File: config.mk
export PLATFORM = sky130hd
export DESIGN_NAME = ldl_fifo
export DESIGN_NICKNAME = d
export VERILOG_FILES = /design/src/design/ldl_pkg.sv /design/src/design/ldl_fifo.sv
export SDC_FILE = /design/constraint.sdc
export NUM_CORES = 1
export LEC_CHECK = 0
export BUFFER_PORTS_ARGS = -buffer_cell sky130_fd_sc_hd__buf_2
export CAP_MARGIN = 10
export CORE_ASPECT_RATIO = 1.4
export CORE_MARGIN = 2
export CORE_UTILIZATION = 60
export DETAILED_ROUTE_END_ITERATION = 10
export PLACE_DENSITY = 0.84
export SETUP_SLACK_MARGIN = 0.3
export SLEW_MARGIN = 20
export SYNTH_ARGS = -nofsm -noshare
export SYNTH_HDL_FRONTEND = slang
export SYNTH_SLANG_ARGS = --single-unit
File: constraint.sdc
create_clock -name clk -period 7.3 [get_ports clk]
set_input_delay 0.73 -clock clk [delete_from_list [all_inputs] [get_ports clk]]
set_output_delay 0.73 -clock clk [all_outputs]
set_load 0.02 [all_outputs]
File: src/design/ldl_pkg.sv
// shared types, widths and constants of the laplace double-layer kernel unit
// no dependencies
package ldl_pkg;

	localparam int COORD_BITS = 24;
	localparam int NORM_BITS  = 18;
	localparam int FAR_BITS   = 24;
	localparam int D_W        = FAR_BITS + 1;
	localparam int X_W        = (COORD_BITS + 1 > FAR_BITS + 2) ? COORD_BITS + 1 : FAR_BITS + 2;
	localparam int SQ_W       = 2 * D_W;
	localparam int PR_W       = D_W + NORM_BITS;
	localparam int P_W        = PR_W + 2;
	localparam int PA_W       = PR_W;
	localparam int K_W        = 6;
	localparam int E_W        = 8;
	localparam int EP_W       = 6;
	localparam int U_W        = 62;
	localparam int U_TOP      = U_W - 2;
	localparam int RT_W       = 31;
	localparam int REM_W      = U_W + 1;
	localparam int UH_W       = U_W - 30;
	localparam int M_W        = UH_W + RT_W;
	localparam int H_W        = M_W - 32;
	localparam int C_W        = 32;
	localparam int W_W        = 63;
	localparam int QB         = 35;
	localparam int E_MAX      = 54;
	localparam int SHV_W      = PA_W + E_MAX;
	localparam int PS_W       = 5;
	localparam int OUT_W      = 32;
	localparam int FQ_DEPTH   = 4;
	localparam int FQ_AW      = 2;

	localparam logic [C_W-1:0] FOUR_PI_Q28 = 32'hC90FDAA2;

	typedef enum logic [1:0] {
		KIND_CALC = 2'd0,
		KIND_SING = 2'd1,
		KIND_ZERO = 2'd2
	} kind_t;

	typedef struct packed {
		kind_t                       kind;
		logic signed [D_W-1:0]       dx;
		logic signed [D_W-1:0]       dy;
		logic signed [D_W-1:0]       dz;
		logic signed [NORM_BITS-1:0] nx;
		logic signed [NORM_BITS-1:0] ny;
		logic signed [NORM_BITS-1:0] nz;
	} pair_t;

	typedef struct packed {
		logic                  vld;
		kind_t                 kind;
		logic                  neg;
		logic                  ovf;
		logic signed [E_W-1:0] e;
		logic [PA_W-1:0]       pa;
	} tag_t;

endpackage

File: src/design/ldl_fifo.sv
// short queue of classified pairs between front and back
// depends on ldl_pkg
module ldl_fifo (
	input  logic           clk,
	input  logic           arst_n,
	input  logic           wr_valid,
	output logic           wr_ready,
	input  ldl_pkg::pair_t wr_data,
	output logic           rd_valid,
	input  logic           rd_en,
	output ldl_pkg::pair_t rd_data
);
	import ldl_pkg::*;

	pair_t            mem_q [FQ_DEPTH];
	logic [FQ_AW-1:0] wp_q, rp_q;
	logic [FQ_AW:0]   cnt_q;
	logic             push, pop;

	assign wr_ready = cnt_q != (FQ_AW+1)'(FQ_DEPTH);
	assign rd_valid = cnt_q != '0;
	assign rd_data  = mem_q[rp_q];
	assign push     = wr_valid && wr_ready;
	assign pop      = rd_en && rd_valid;

	always_ff @(posedge clk or negedge arst_n) begin
		if (!arst_n) begin
			wp_q  <= '0;
			rp_q  <= '0;
			cnt_q <= '0;
		end else begin
			if (push) begin
				wp_q <= wp_q + 1'b1;
			end
			if (pop) begin
				rp_q <= rp_q + 1'b1;
			end
			if (push && !pop) begin
				cnt_q <= cnt_q + 1'b1;
			end else if (pop && !push) begin
				cnt_q <= cnt_q - 1'b1;
			end
		end
	end

	always_ff @(posedge clk) begin
		if (push) begin
			mem_q[wp_q] <= wr_data;
		end
	end

endmodule

Word level (Yosys, flattened, before mapping). Memories as Yosys holds them, arrays and structs flattened. Cells that the tools add are included.

Bits in read-only memories: 0. Bits in latches: 0. Logic and storage cells: 21. Output and inout port bits: 133. Bits in writable memories: 524. Bits in registers: 7. Input port bits: 135. Memories kept: 1.

Reduce and logical (&&, ||, !) cells: 8. Equal/unequal tests: 1. Add/sub/neg operators: 4. Shift-type cells: 0. Bitwise operators: 0. Mux-type cells: 4. Order comparisons: 0. Divide/modulo/power cells: 0. Multipliers: 0.

Memories: mem_q (words 4, width 131, read ports 1, clocked after memory_dff 0, write ports 1, RTL line ldl_fifo.sv:15) `pair_t mem_q [FQ_DEPTH];`.

Operators with widths (count): 2-to-1 mux 3 bit (2); adder 2 x 1 -> 2 bit (second input constant) (2); logical AND 1 bit (4); adder 3 x 1 -> 3 bit (second input constant) (1); inequality test 3 bit (second input constant) (1); nonzero test 3 bit (1); subtractor 3 x 1 -> 3 bit (second input constant) (1); zero test 1 bit (2); 2-to-1 mux 1 bit (2); nonzero test 2 bit (1).

Logic depth before layout (Yosys ltp).
Word-level depth: 6. Gate-level depth with buffers: 8. Mapped depth without buffers: 8.

Least setup slack after synthesis. OpenSTA, ideal clock, no wires.

Kind: input to register. Start: input wr_valid. End: memory mem_q[0][0] in the netlist's numbering, enable pin. Arrival: 4.044 ns. Data required time: 6.794 ns. Stages: 2. Setup time: 0.506 ns. Setup slack: 2.750 ns. Buffers on the path: 0. Cell sequence: a21boi_2 -> and2_1.

Word-level cells in the longest chain between the ends: 3.

RTL lines: from (decl) (RTL line ldl_fifo.sv:6) `input logic wr_valid,`; logical AND 1 bit (RTL line ldl_fifo.sv:23) `assign push = wr_valid && wr_ready;`; 2-to-1 mux 1 bit (RTL line ldl_fifo.sv:47) `if (push) begin`; 2-to-1 mux 1 bit (not written as such) (RTL line ldl_fifo.sv:48) `mem_q[wp_q] <= wr_data;`; to (decl) (RTL line ldl_fifo.sv:15).

No other way between the ends.

==> impl_metrics.env <==
export IMPL_status="complete, no violations"
export IMPL_route_vias_total=8566
export IMPL_skew_ns=0.0119
export IMPL_netlist_area_sq_um=19300
export IMPL_rsz0062_at_grt="no"
export IMPL_seqCellArea_sq_um=15900
export IMPL_worst_slew_pin_slew_ns=1.12
export IMPL_first_iter_violations=540
export IMPL_final_max_slew_violation_count=0
export IMPL_period_share_pct=53.8
export IMPL_final_nets=1157
export IMPL_reg2reg_from="cnt_q[0]$_DFFE_PN0P_"
export IMPL_final_cell_mix="edfxtp_1, buf_2, mux4_2"
export IMPL_yosysUniqueCellTypes=18
export IMPL_cts_hold_buffers_added=0
export IMPL_cts_root_buf="clkbuf_16"
export IMPL_fin_crit_ns=3.92
export IMPL_worst_path_max_fanout=43
export IMPL_gp_congestion=0.761
export IMPL_ys_warn_count=0
export IMPL_port_buffers=267
export IMPL_dp_cells=1362
export IMPL_fillers=1813
export IMPL_initial_utilization_pct=61.1
export IMPL_fp_row_count=77
export IMPL_p_leak_uw=0.00765
export IMPL_detail_route_antenna_nets=0
export IMPL_drc=0
export IMPL_syn_avg_cell_area_sq_um=26.8
export IMPL_cts_buffers=46
export IMPL_die_w_um=156
export IMPL_grt_total_usage_pct=21.4
export IMPL_path_class="flop to primary output"
export IMPL_multi_input_area_sq_um=3180
export IMPL_postCtsSetupRepairBufs=0
export IMPL_critPathCaptureType="primary output"
export IMPL_htree_levels=2
export IMPL_ctsResizeCount=0
export IMPL_dp_worst_setup_slack_ns=3.64
export IMPL_dr_pass1_iters=7
export IMPL_routed_wl_um=35700
export IMPL_grt_pass1_vias=9007
export IMPL_power_switching_uw=2990
export IMPL_coreArea_sq_um=31600
export IMPL_clock_sinks=531
export IMPL_critical_path_arrival_ns=3.19
export IMPL_clk_pin_slew_ns=0.06
export IMPL_cp_required_ns=6.57
export IMPL_post_dp_hpwl_um=20600
export IMPL_vias_per_cell=5.90
export IMPL_die_h_um=216
export IMPL_grt_antenna_before_repair=9
export IMPL_seq_area_frac_synth_pct=82.5
export IMPL_power_internal_uw=6550
export IMPL_hold_viol_final=0
export IMPL_grt_pass1_wl_um=53000
export IMPL_maxCapViolations=0
export IMPL_worst_slack_ns=3.38
export IMPL_rrSetupSlack_ns=4.15
export IMPL_power_combinational_fraction_pct=31.2
export IMPL_swShare_pct=31.3
export IMPL_reg2reg_depth=4
export IMPL_max_slew_margin_rel_pct=25.6
export IMPL_r2r_end="mem_q[1][7]$_DFFE_PP_"
export IMPL_grt_ovfl_total=0
export IMPL_num_io_pins=268
export IMPL_drive_above_1_share_pct=45.7
export IMPL_area_growth_pct=16.6
export IMPL_cts_tree="built"
export IMPL_wire_per_inst_um=24.6
export IMPL_die_area_sq_um=33600
export IMPL_ys_ff_latch=531
export IMPL_max_freq_ghz=0.255
export IMPL_min_path_type="input pin to async pin"
export IMPL_p_seq_share_pct=44.5
export IMPL_cp_start_kind="flop"
export IMPL_power_density_nw_per_um2=424
export IMPL_clock_power_share_pct=24.3
export IMPL_syn_nets=861
export IMPL_clk_latency_ns=0.55
export IMPL_clk_path_buf_depth=3
export IMPL_grt_max_degree=73
export IMPL_mostFrequentLayoutCell="edfxtp_1"
export IMPL_peakVddDrop_mv=0.273
export IMPL_final_setup_tns_ns=0
export IMPL_layout_cells_non_filler=1451
export IMPL_syn_instance_count=720
export IMPL_setup_viol=0
## sequential cells by signal (all words and copies together), names as in the netlist
register / flops
cnt_q: 3
mem_q: 524
rp_q: 2
wp_q: 2
## synthesized netlist by cell type, drive strengths merged
| cell type | count | area (sq um) |
|---|---|---|
| a21boi | 1 | 11.3 |
| and2 | 4 | 25.0 |
| buf | 25 | 181 |
| clkbuf | 5 | 18.8 |
| dfrtp | 7 | 175 |
| edfxtp | 524 | 15700 |
| fa | 1 | 20.0 |
| ha | 5 | 62.6 |
| inv | 3 | 11.3 |
| mux2 | 2 | 22.5 |
| mux4 | 131 | 2950 |
| nand2 | 2 | 7.51 |
| nand3 | 1 | 5.00 |
| nor2 | 2 | 7.51 |
| or3 | 1 | 6.26 |
| xnor2 | 4 | 35.0 |
| xor2 | 2 | 17.5 |
## through the flow
step	total power [uW]	cell area, sq um	util, %	hold WS [ns]
floorplan	6440	19300	-	0.434
global placement	7240	21000	66.5	0.510
detailed placement	7310	21000	66.5	0.519
CTS	9650	22500	71.1	0.000769
global route	9930	22500	71.2	0.0118
finish	9540	22500	71.2	0.0165
## worst max-delay path by stage
stage | startpoint | endpoint | slack, ns
floorplan | wr_valid | mem_q[0][0]$_DFFE_PP_ | 2.75
finish | rp_q[0]$_DFFE_PN0P_ | rd_data[25] | 3.38
CTS | rp_q[0]$_DFFE_PN0P_ | rd_data[25] | 3.02
global placement | rp_q[0]$_DFFE_PN0P_ | rd_data[130] | 3.66
detailed placement | rp_q[0]$_DFFE_PN0P_ | rd_data[34] | 3.64
global route | rp_q[0]$_DFFE_PN0P_ | rd_data[25] | 3.11
## worst max-delay path, cell delays in order, from the launching register on
cell and delay [ns]:
dfrtp_4 0.74, buf_16 0.30, buf_4 0.72, mux4_2 0.64, buf_2 0.19
## final cells by class
type,instances,area share (%)
Clock inverter,20,0.762
Multi-Input combinational cell,156,14.1
Inverter,3,0.0500
Timing Repair Buffer,278,6.39
Clock buffer,60,5.63
Tap cell,395,2.20
Antenna cell,8,0.0890
Sequential cell,531,70.7
## cells by family after synthesis
family	after synthesis	share of synthesized area (%)
adder cells (fa/ha/maj)	6	0.428
AO/OA/AOI/OAI	1	0.0584
AND/OR/NAND/NOR	10	0.266
flip-flops	531	82.5
XOR/XNOR	6	0.272
multiplexers	133	15.4
buffers and inverters	33	1.10
## metal layers
metal  share of wire [%]  GRT usage (%)  vias up
li1                    -              -     3713
met5               0.084              0        -
met4                 3.9           8.59        4
met2                  54           36.7      322
met3                 6.6           5.04       76
met1                  36           26.6     4451
## power groups by stage
stage | registers [uW] | logic [uW] | clock network [uW]
floorplan | 4250 | 2180 | 0
CTS | 4310 | 2970 | 2370
finish | 4240 | 2980 | 2320
detailed placement | 4360 | 2950 | 0
global placement | 4310 | 2930 | 0
global route | 4290 | 3160 | 2470
Note: power is estimated with default switching activity, not from simulation.
