File: src/design/ldl_pkg.sv
// shared types, widths and constants of the laplace double-layer kernel unit
// no dependencies
package ldl_pkg;

	localparam int COORD_BITS = 24;
	localparam int NORM_BITS  = 18;
	localparam int FAR_BITS   = 24;
	localparam int D_W        = FAR_BITS + 1;
	localparam int X_W        = (COORD_BITS + 1 > FAR_BITS + 2) ? COORD_BITS + 1 : FAR_BITS + 2;
	localparam int SQ_W       = 2 * D_W;
	localparam int PR_W       = D_W + NORM_BITS;
	localparam int P_W        = PR_W + 2;
	localparam int PA_W       = PR_W;
	localparam int K_W        = 6;
	localparam int E_W        = 8;
	localparam int EP_W       = 6;
	localparam int U_W        = 62;
	localparam int U_TOP      = U_W - 2;
	localparam int RT_W       = 31;
	localparam int REM_W      = U_W + 1;
	localparam int UH_W       = U_W - 30;
	localparam int M_W        = UH_W + RT_W;
	localparam int H_W        = M_W - 32;
	localparam int C_W        = 32;
	localparam int W_W        = 63;
	localparam int QB         = 35;
	localparam int E_MAX      = 54;
	localparam int SHV_W      = PA_W + E_MAX;
	localparam int PS_W       = 5;
	localparam int OUT_W      = 32;
	localparam int FQ_DEPTH   = 4;
	localparam int FQ_AW      = 2;

	localparam logic [C_W-1:0] FOUR_PI_Q28 = 32'hC90FDAA2;

	typedef enum logic [1:0] {
		KIND_CALC = 2'd0,
		KIND_SING = 2'd1,
		KIND_ZERO = 2'd2
	} kind_t;

	typedef struct packed {
		kind_t                       kind;
		logic signed [D_W-1:0]       dx;
		logic signed [D_W-1:0]       dy;
		logic signed [D_W-1:0]       dz;
		logic signed [NORM_BITS-1:0] nx;
		logic signed [NORM_BITS-1:0] ny;
		logic signed [NORM_BITS-1:0] nz;
	} pair_t;

	typedef struct packed {
		logic                  vld;
		kind_t                 kind;
		logic                  neg;
		logic                  ovf;
		logic signed [E_W-1:0] e;
		logic [PA_W-1:0]       pa;
	} tag_t;

endpackage

File: src/design/ldl_front.sv
// front stage: takes an item, forms the point difference and classifies the pair
// depends on ldl_pkg
module ldl_front (
	input  logic                                 clk,
	input  logic                                 arst_n,
	input  logic                                 in_valid,
	output logic                                 in_ready,
	input  logic signed [ldl_pkg::COORD_BITS-1:0] test_x,
	input  logic signed [ldl_pkg::COORD_BITS-1:0] test_y,
	input  logic signed [ldl_pkg::COORD_BITS-1:0] test_z,
	input  logic signed [ldl_pkg::COORD_BITS-1:0] trial_x,
	input  logic signed [ldl_pkg::COORD_BITS-1:0] trial_y,
	input  logic signed [ldl_pkg::COORD_BITS-1:0] trial_z,
	input  logic signed [ldl_pkg::NORM_BITS-1:0]  normal_x,
	input  logic signed [ldl_pkg::NORM_BITS-1:0]  normal_y,
	input  logic signed [ldl_pkg::NORM_BITS-1:0]  normal_z,
	output logic                                 wr_valid,
	input  logic                                 wr_ready,
	output ldl_pkg::pair_t                       wr_data
);
	import ldl_pkg::*;

	localparam logic signed [X_W-1:0] FAR_POS = X_W'(2**FAR_BITS);
	localparam logic signed [X_W-1:0] FAR_NEG = -FAR_POS;

	logic signed [X_W-1:0] dxw, dyw, dzw;
	logic                  far, sing;
	pair_t                 pr_d;
	logic                  v_s1;
	pair_t                 pr_s1;

	always_comb begin
		dxw  = X_W'(test_x) - X_W'(trial_x);
		dyw  = X_W'(test_y) - X_W'(trial_y);
		dzw  = X_W'(test_z) - X_W'(trial_z);
		far  = (dxw >= FAR_POS) || (dxw <= FAR_NEG) ||
		       (dyw >= FAR_POS) || (dyw <= FAR_NEG) ||
		       (dzw >= FAR_POS) || (dzw <= FAR_NEG);
		sing = (dxw == '0) && (dyw == '0) && (dzw == '0);
		if (sing) begin
			pr_d.kind = KIND_SING;
		end else if (far) begin
			pr_d.kind = KIND_ZERO;
		end else begin
			pr_d.kind = KIND_CALC;
		end
		pr_d.dx = dxw[D_W-1:0];
		pr_d.dy = dyw[D_W-1:0];
		pr_d.dz = dzw[D_W-1:0];
		pr_d.nx = normal_x;
		pr_d.ny = normal_y;
		pr_d.nz = normal_z;
	end

	assign in_ready = !v_s1 || wr_ready;
	assign wr_valid = v_s1;
	assign wr_data  = pr_s1;

	always_ff @(posedge clk or negedge arst_n) begin
		if (!arst_n) begin
			v_s1 <= 1'b0;
		end else if (in_ready) begin
			v_s1 <= in_valid;
		end
	end

	always_ff @(posedge clk) begin
		if (in_valid && in_ready) begin
			pr_s1 <= pr_d;
		end
	end

endmodule

File: config.mk
export PLATFORM = sky130hd
export DESIGN_NAME = ldl_front
export DESIGN_NICKNAME = d
export VERILOG_FILES = /design/src/design/ldl_pkg.sv /design/src/design/ldl_front.sv
export SDC_FILE = /design/constraint.sdc
export NUM_CORES = 1
export LEC_CHECK = 0
export ABC_CLOCK_PERIOD_IN_PS = 10430
export BUFFER_PORTS_ARGS = -buffer_cell sky130_fd_sc_hd__buf_2
export CORE_MARGIN = 1
export CORE_UTILIZATION = 30
export DETAILED_ROUTE_END_ITERATION = 8
export PLACE_DENSITY = 0.55
export SLEW_MARGIN = 25
export SYNTH_ARGS = -nofsm -noshare
export SYNTH_HDL_FRONTEND = slang
export SYNTH_SLANG_ARGS = --single-unit
File: constraint.sdc
create_clock -name clk -period 10.43 [get_ports clk]
set_clock_uncertainty 0.2 [all_clocks]
set_input_delay 1.5645 -clock clk [delete_from_list [all_inputs] [get_ports clk]]
set_output_delay 1.5645 -clock clk [all_outputs]
set_load 0.05 [all_outputs]
; After elaboration in Yosys (flattened, before gate mapping)
; Index checks and enable logic that the tools add are counted.
[totals]
register_bits = 132
[classes]
addsub = 3
magnitude_cmp = 6
muxes = 1
reduce_logical = 13
[ops]
columns = op, count
row1 = $ge 25x26->1 const B, 3
row2 = $logic_not 26->1, 3
row3 = $le 25x25->1 const B, 3
row4 = $sub 24x24->25, 3
row5 = $logic_or 1x1->1, 6
row6 = $logic_and 1x1->1, 3
row7 = $mux 2, 1
row8 = $logic_not 1->1, 1

; Longest topological paths before layout
[depth]
word_depth = 8
ltp_mapped = 14

; Worst setup path before layout
; OpenSTA, ideal clock, no wires.
[synth_timing]
path_kind = input port to flip-flop
from = in wr_ready
to = reg pr_s1 (netlist bit wr_data[0]), enable pin
setup_ps = 505
arrival_ps = 5111
required_time_ps = 9725
setup_slack_ps = 4613
path_stages = 2
path_buffers = 0
path_cell_list = nand2b_1 > and2_1
[synth_via]
elab_chain_cells = 2
[synth_rtl]
columns = element, line
row1 = "start, declared", ldl_front.sv:18  ; input logic wr_ready,
row2 = $logic_or 1x1->1, ldl_front.sv:55  ; assign in_ready = !v_s1 || wr_ready;
row3 = $logic_and 1x1->1, ldl_front.sv:68  ; if (in_valid && in_ready) begin
row4 = "end signal, assigned", ldl_front.sv:69  ; pr_s1 <= pr_d;
row5 = "end, declared", ldl_front.sv:30  ; pair_t pr_s1;
; Every way passes these cells.
; A chain may end at the register's enable or synchronous reset.

; Final worst setup path
[layout_timing]
from = in test_z[0] in the netlist's numbering
to = reg pr_s1 (netlist bit wr_data[129]), data pin
[layout_via]
elab_chain_cells = 3
[layout_rtl]
columns = element, line
row1 = "start, declared", ldl_front.sv:10  ; input logic signed [ldl_pkg::COORD_BITS-1:0] test_z,
row2 = $sub 24x24->25, ldl_front.sv:35  ; dzw = X_W'(test_z) - X_W'(trial_z);
row3 = net dzw[4], ldl_front.sv:26  ; logic signed [X_W-1:0] dxw, dyw, dzw;
row4 = $logic_not 26->1, ldl_front.sv:39  ; sing = (dxw == '0) && (dyw == '0) && (dzw == '0);
row5 = $logic_and 1x1->1, ldl_front.sv:39
row6 = net sing, ldl_front.sv:27  ; logic far, sing;
; The timed path passes the listed nets, and every way through them passes these cells.

==> results.md <==
- Most used DFF post-synth: edfxtp_1
- Post-DP Area: 10600 µm²
- Crit path cell chain: buf_2 -> inv_1 -> ha_1 -> fa_1 -> nand2b_1 -> a21oi_1 -> xor2_1 -> nor4_1 -> o2111ai_1 -> or4_1 -> or4_1 -> and4bb_1 -> o2111ai_1 -> nor4_2
- IO Count: 335
- Hold buffers post-CTS: 0
- Worst-margin pin slew: 959 ps
- Root Buffer: clkbuf_16
- CP required: 10470 ps
- CP peak stage delay: 470 ps
- Sw Ratio: 0.364
- Vias per inst: 4.71
- Final wirelength: 23800 µm
- Sequential area share after synthesis: 0.463
- CP startpoint: test_z[0]
- Total of max-cap violations: 0
- Die Ht: 171 µm
- P_int: 1.14 mW
- Crit. End Element: register
- Post-detail-place hpwl: 19400 µm
- GR Layer Usage met2: 0.249
- Yosys cell types: 81
- Pin count of the biggest net entering global routing: 76
- Vias in the first global route: 6673
- Gate Count Post-Synth: 829
- Worst Setup Start Kind: input pin
- Final-report hold violation count: 0
- Clock buffer count from CTS: 17
- Initial DRT Pass Iterations: 5
- DIE WIDTH: 171 µm
- Worst hold start: wr_valid
- Slowest CP cell: or4_1
- Initial Util: 0.306
- CP max FO: 2
- First-pass GRT wire length: 35400 µm
- CTS resizes: 0
- DR WL/cell: 15.2 µm
- F_max: 204 MHz
- Antenna Violating Nets Remaining: 0
- Final Slew Violations: 0
- Clock network power share: 0.320
- WP data arrival: 4940 ps
- NumNets Final: 1445
- Row count: 61
- Final core occ: 0.401
- Worst R2R Start: wr_valid
- Worst VDD drop: 0.000101 V
- Global route total overflow: 0
- PwrDens: 160 nW/µm²
- Post-synth EDFFs: 131
- Post-CTS setup buffer count: 0
- Period minus WS final: 4900 ps
- Via count: 7363
- CTS tree: yes
- Met3 Use GR: 0.0435
- Post-route design area: 11200 µm²
- Status: finished, final reports clean
- P&R area growth vs syn: 30.8%
- Avg Cell Area, Syn: 10.3 µm²
- Total negative slack: 0 ps
- Clk sinks: 132
- Combinational share of power: 0.312
- Post-Syn Nets: 1106
- Leakage Power: 5.18 nW
- Total die area: 29200 µm²
- # port buffers: 334
- GRT Overall Usage: 0.157
- # setup viols final: 0
- FILL cells: 2843
- Global routing's busiest layer: met2
- H-tree depth: 4
- Met1 usage: 0.206
- DR iter-0 viols: 348
- Later-pin clock latency in the skew report: 420 ps
- Asr flop ratio synth: 0.00758
- Hold/Removal Path Class: reg -> reg
- YS warnings: 0
- RSZ-0062 raised after global routing: no
- Initial antenna violation count: 4
- Register area: 3960 µm²
- Clock transition at the registers of the reported paths: 60 ps
- Kind of critical path: in -> reg
- Longest Clk Path Bufs: 2
- Flops & latches, synth: 132
- Core area: 27900 µm²
- Fin crit share: 0.470
- Multi-input logic area: 4110 µm²
- Sequential Power Share: 0.368
- # DRC: 0
- Post-synth design cell area: 8560 µm²
- Gpl congestion: 0.868
- NetSw: 654 µW
- Max_slew headroom: 0.361
- Share of cells above drive strength 1: 0.329
## per-layer routing
| layer | share of wire | up-vias | wire length, µm |
|---|---|---|---|
| li1 | - | 3745 | - |
| met1 | 0.46 | 3356 | 10800 |
| met2 | 0.46 | 241 | 10900 |
| met3 | 0.071 | 19 | 1680 |
| met4 | 0.014 | 2 | 323 |
| met5 | 0.00050 | - | 12 |
## state kept, by name, indices dropped and copies added (netlist names)
| signal | count |
|---|---|
| wr_valid | 1 |
| wr_data | 131 |
## layout make-up
class / instances / share of cell area
Multi-Input combinational cell: 577 / 0.368
Sequential cell: 132 / 0.354
Timing Repair Buffer: 335 / 0.150
Tap cell: 378 / 0.0423
Clock buffer: 17 / 0.0380
Inverter: 105 / 0.0352
Clock inverter: 15 / 0.0124
Antenna cell: 3 / 0.000671
## layout by cell type, fill, tap and decap left out, types with 4 or more instances in the layout
master	synthesis	final
buf_2	0	334
o211ai_1	6	6
a21o_1	16	16
nor2b_1	14	14
nand2_1	46	46
nor3_1	15	15
and3_1	12	12
a311o_1	4	4
or2_2	4	4
nand3_1	17	17
or4_1	6	6
nand3b_1	5	5
inv_6	0	4
xnor2_1	29	29
clkbuf_16	0	17
ha_1	72	72
nor4_1	8	8
a31oi_1	13	13
or3_1	7	7
o2111ai_1	7	7
a211oi_1	10	10
xor2_1	20	20
o21ai_0	28	28
a311oi_1	4	4
o21a_1	15	15
o21bai_1	5	5
nor2_1	57	57
nand2b_1	14	14
inv_1	105	105
edfxtp_1	131	131
a21oi_1	69	69
mux2i_1	5	5
## power by group through the flow
| stage | Clock, mW | Combinational, mW | Sequential [mW] |
|---|---|---|---|
| 2_1_floorplan | 0 | 0.252 | 0.830 |
| 3_3_place_gp | 0 | 0.560 | 0.672 |
| 3_5_place_dp | 0 | 0.561 | 0.673 |
| 4_1_cts | 0.593 | 0.563 | 0.662 |
| 5_1_grt | 0.617 | 0.607 | 0.665 |
| 6_report | 0.574 | 0.560 | 0.661 |
## metrics by stage
step / hold WS (ps) / instances / power (mW) / worst slack (ps)
after floorplan: 975 / 829 / 1.08 / 4610
after global placement: 314 / 1527 / 1.23 / 5110
after detailed placement: 323 / 1527 / 1.23 / 5080
after CTS: 339 / 1559 / 1.82 / 5510
after global routing: 388 / 1559 / 1.89 / 5160
final: 335 / 1562 / 1.80 / 5530
## Yosys cell counts (4+ instances only)
master,n,area [µm²]
clkbuf_1,8,30.0
o21ai_0,28,140
nand3b_1,5,37.5
nor3_1,15,75.1
nor2_1,57,214
xnor2_1,29,254
nand2_1,46,173
or2_2,4,25.0
o2111ai_1,7,61.3
nand2b_1,14,87.6
xor2_1,20,175
inv_1,105,394
and3_1,12,75.1
or4_1,6,45.0
a31oi_1,13,81.3
a21oi_1,69,345
and2_1,4,25.0
edfxtp_1,131,3930
a211oi_1,10,75.1
nor2b_1,14,87.6
mux2i_1,5,50.1
a311oi_1,4,35.0
nor4_1,8,50.1
o21bai_1,5,37.5
nand3_1,17,85.1
a311o_1,4,40.0
ha_1,72,901
o21a_1,15,113
o211ai_1,6,45.0
a21o_1,16,120
or3_1,7,43.8
## worst max-delay path: cells and delay by family
| kind | cells | cell delay (ps) |
|---|---|---|
| simple gates | 6 | 2040 |
| fa+ha+maj | 2 | 620 |
| compound gates | 3 | 500 |
| xor+xnor | 1 | 110 |
| buf+inv | 2 | 100 |
## cell families after synthesis
kind of cell	after synthesis	share of synthesized area
AO/OA/AOI/OAI	221	0.173
adder cells (fa/ha/maj)	75	0.112
AND/OR/NAND/NOR	226	0.137
XOR/XNOR	49	0.0502
buffers and inverters	120	0.0569
multiplexers	6	0.00716
flip-flops	132	0.463
## path summary, 6_finish.rpt
path / endpoint / slack, ps / depth (start not counted)
max: wr_data[129] / 5530 / 14
min: wr_valid / 340 / 2
max reg2reg: wr_data[77] / 7750 / 3
min reg2reg: wr_valid / 340 / 2
max in group asynchronous: wr_valid / 9240 / 1
min in group asynchronous: wr_valid / 700 / 1
No activity file was read; power rests on OpenSTA's default activity.
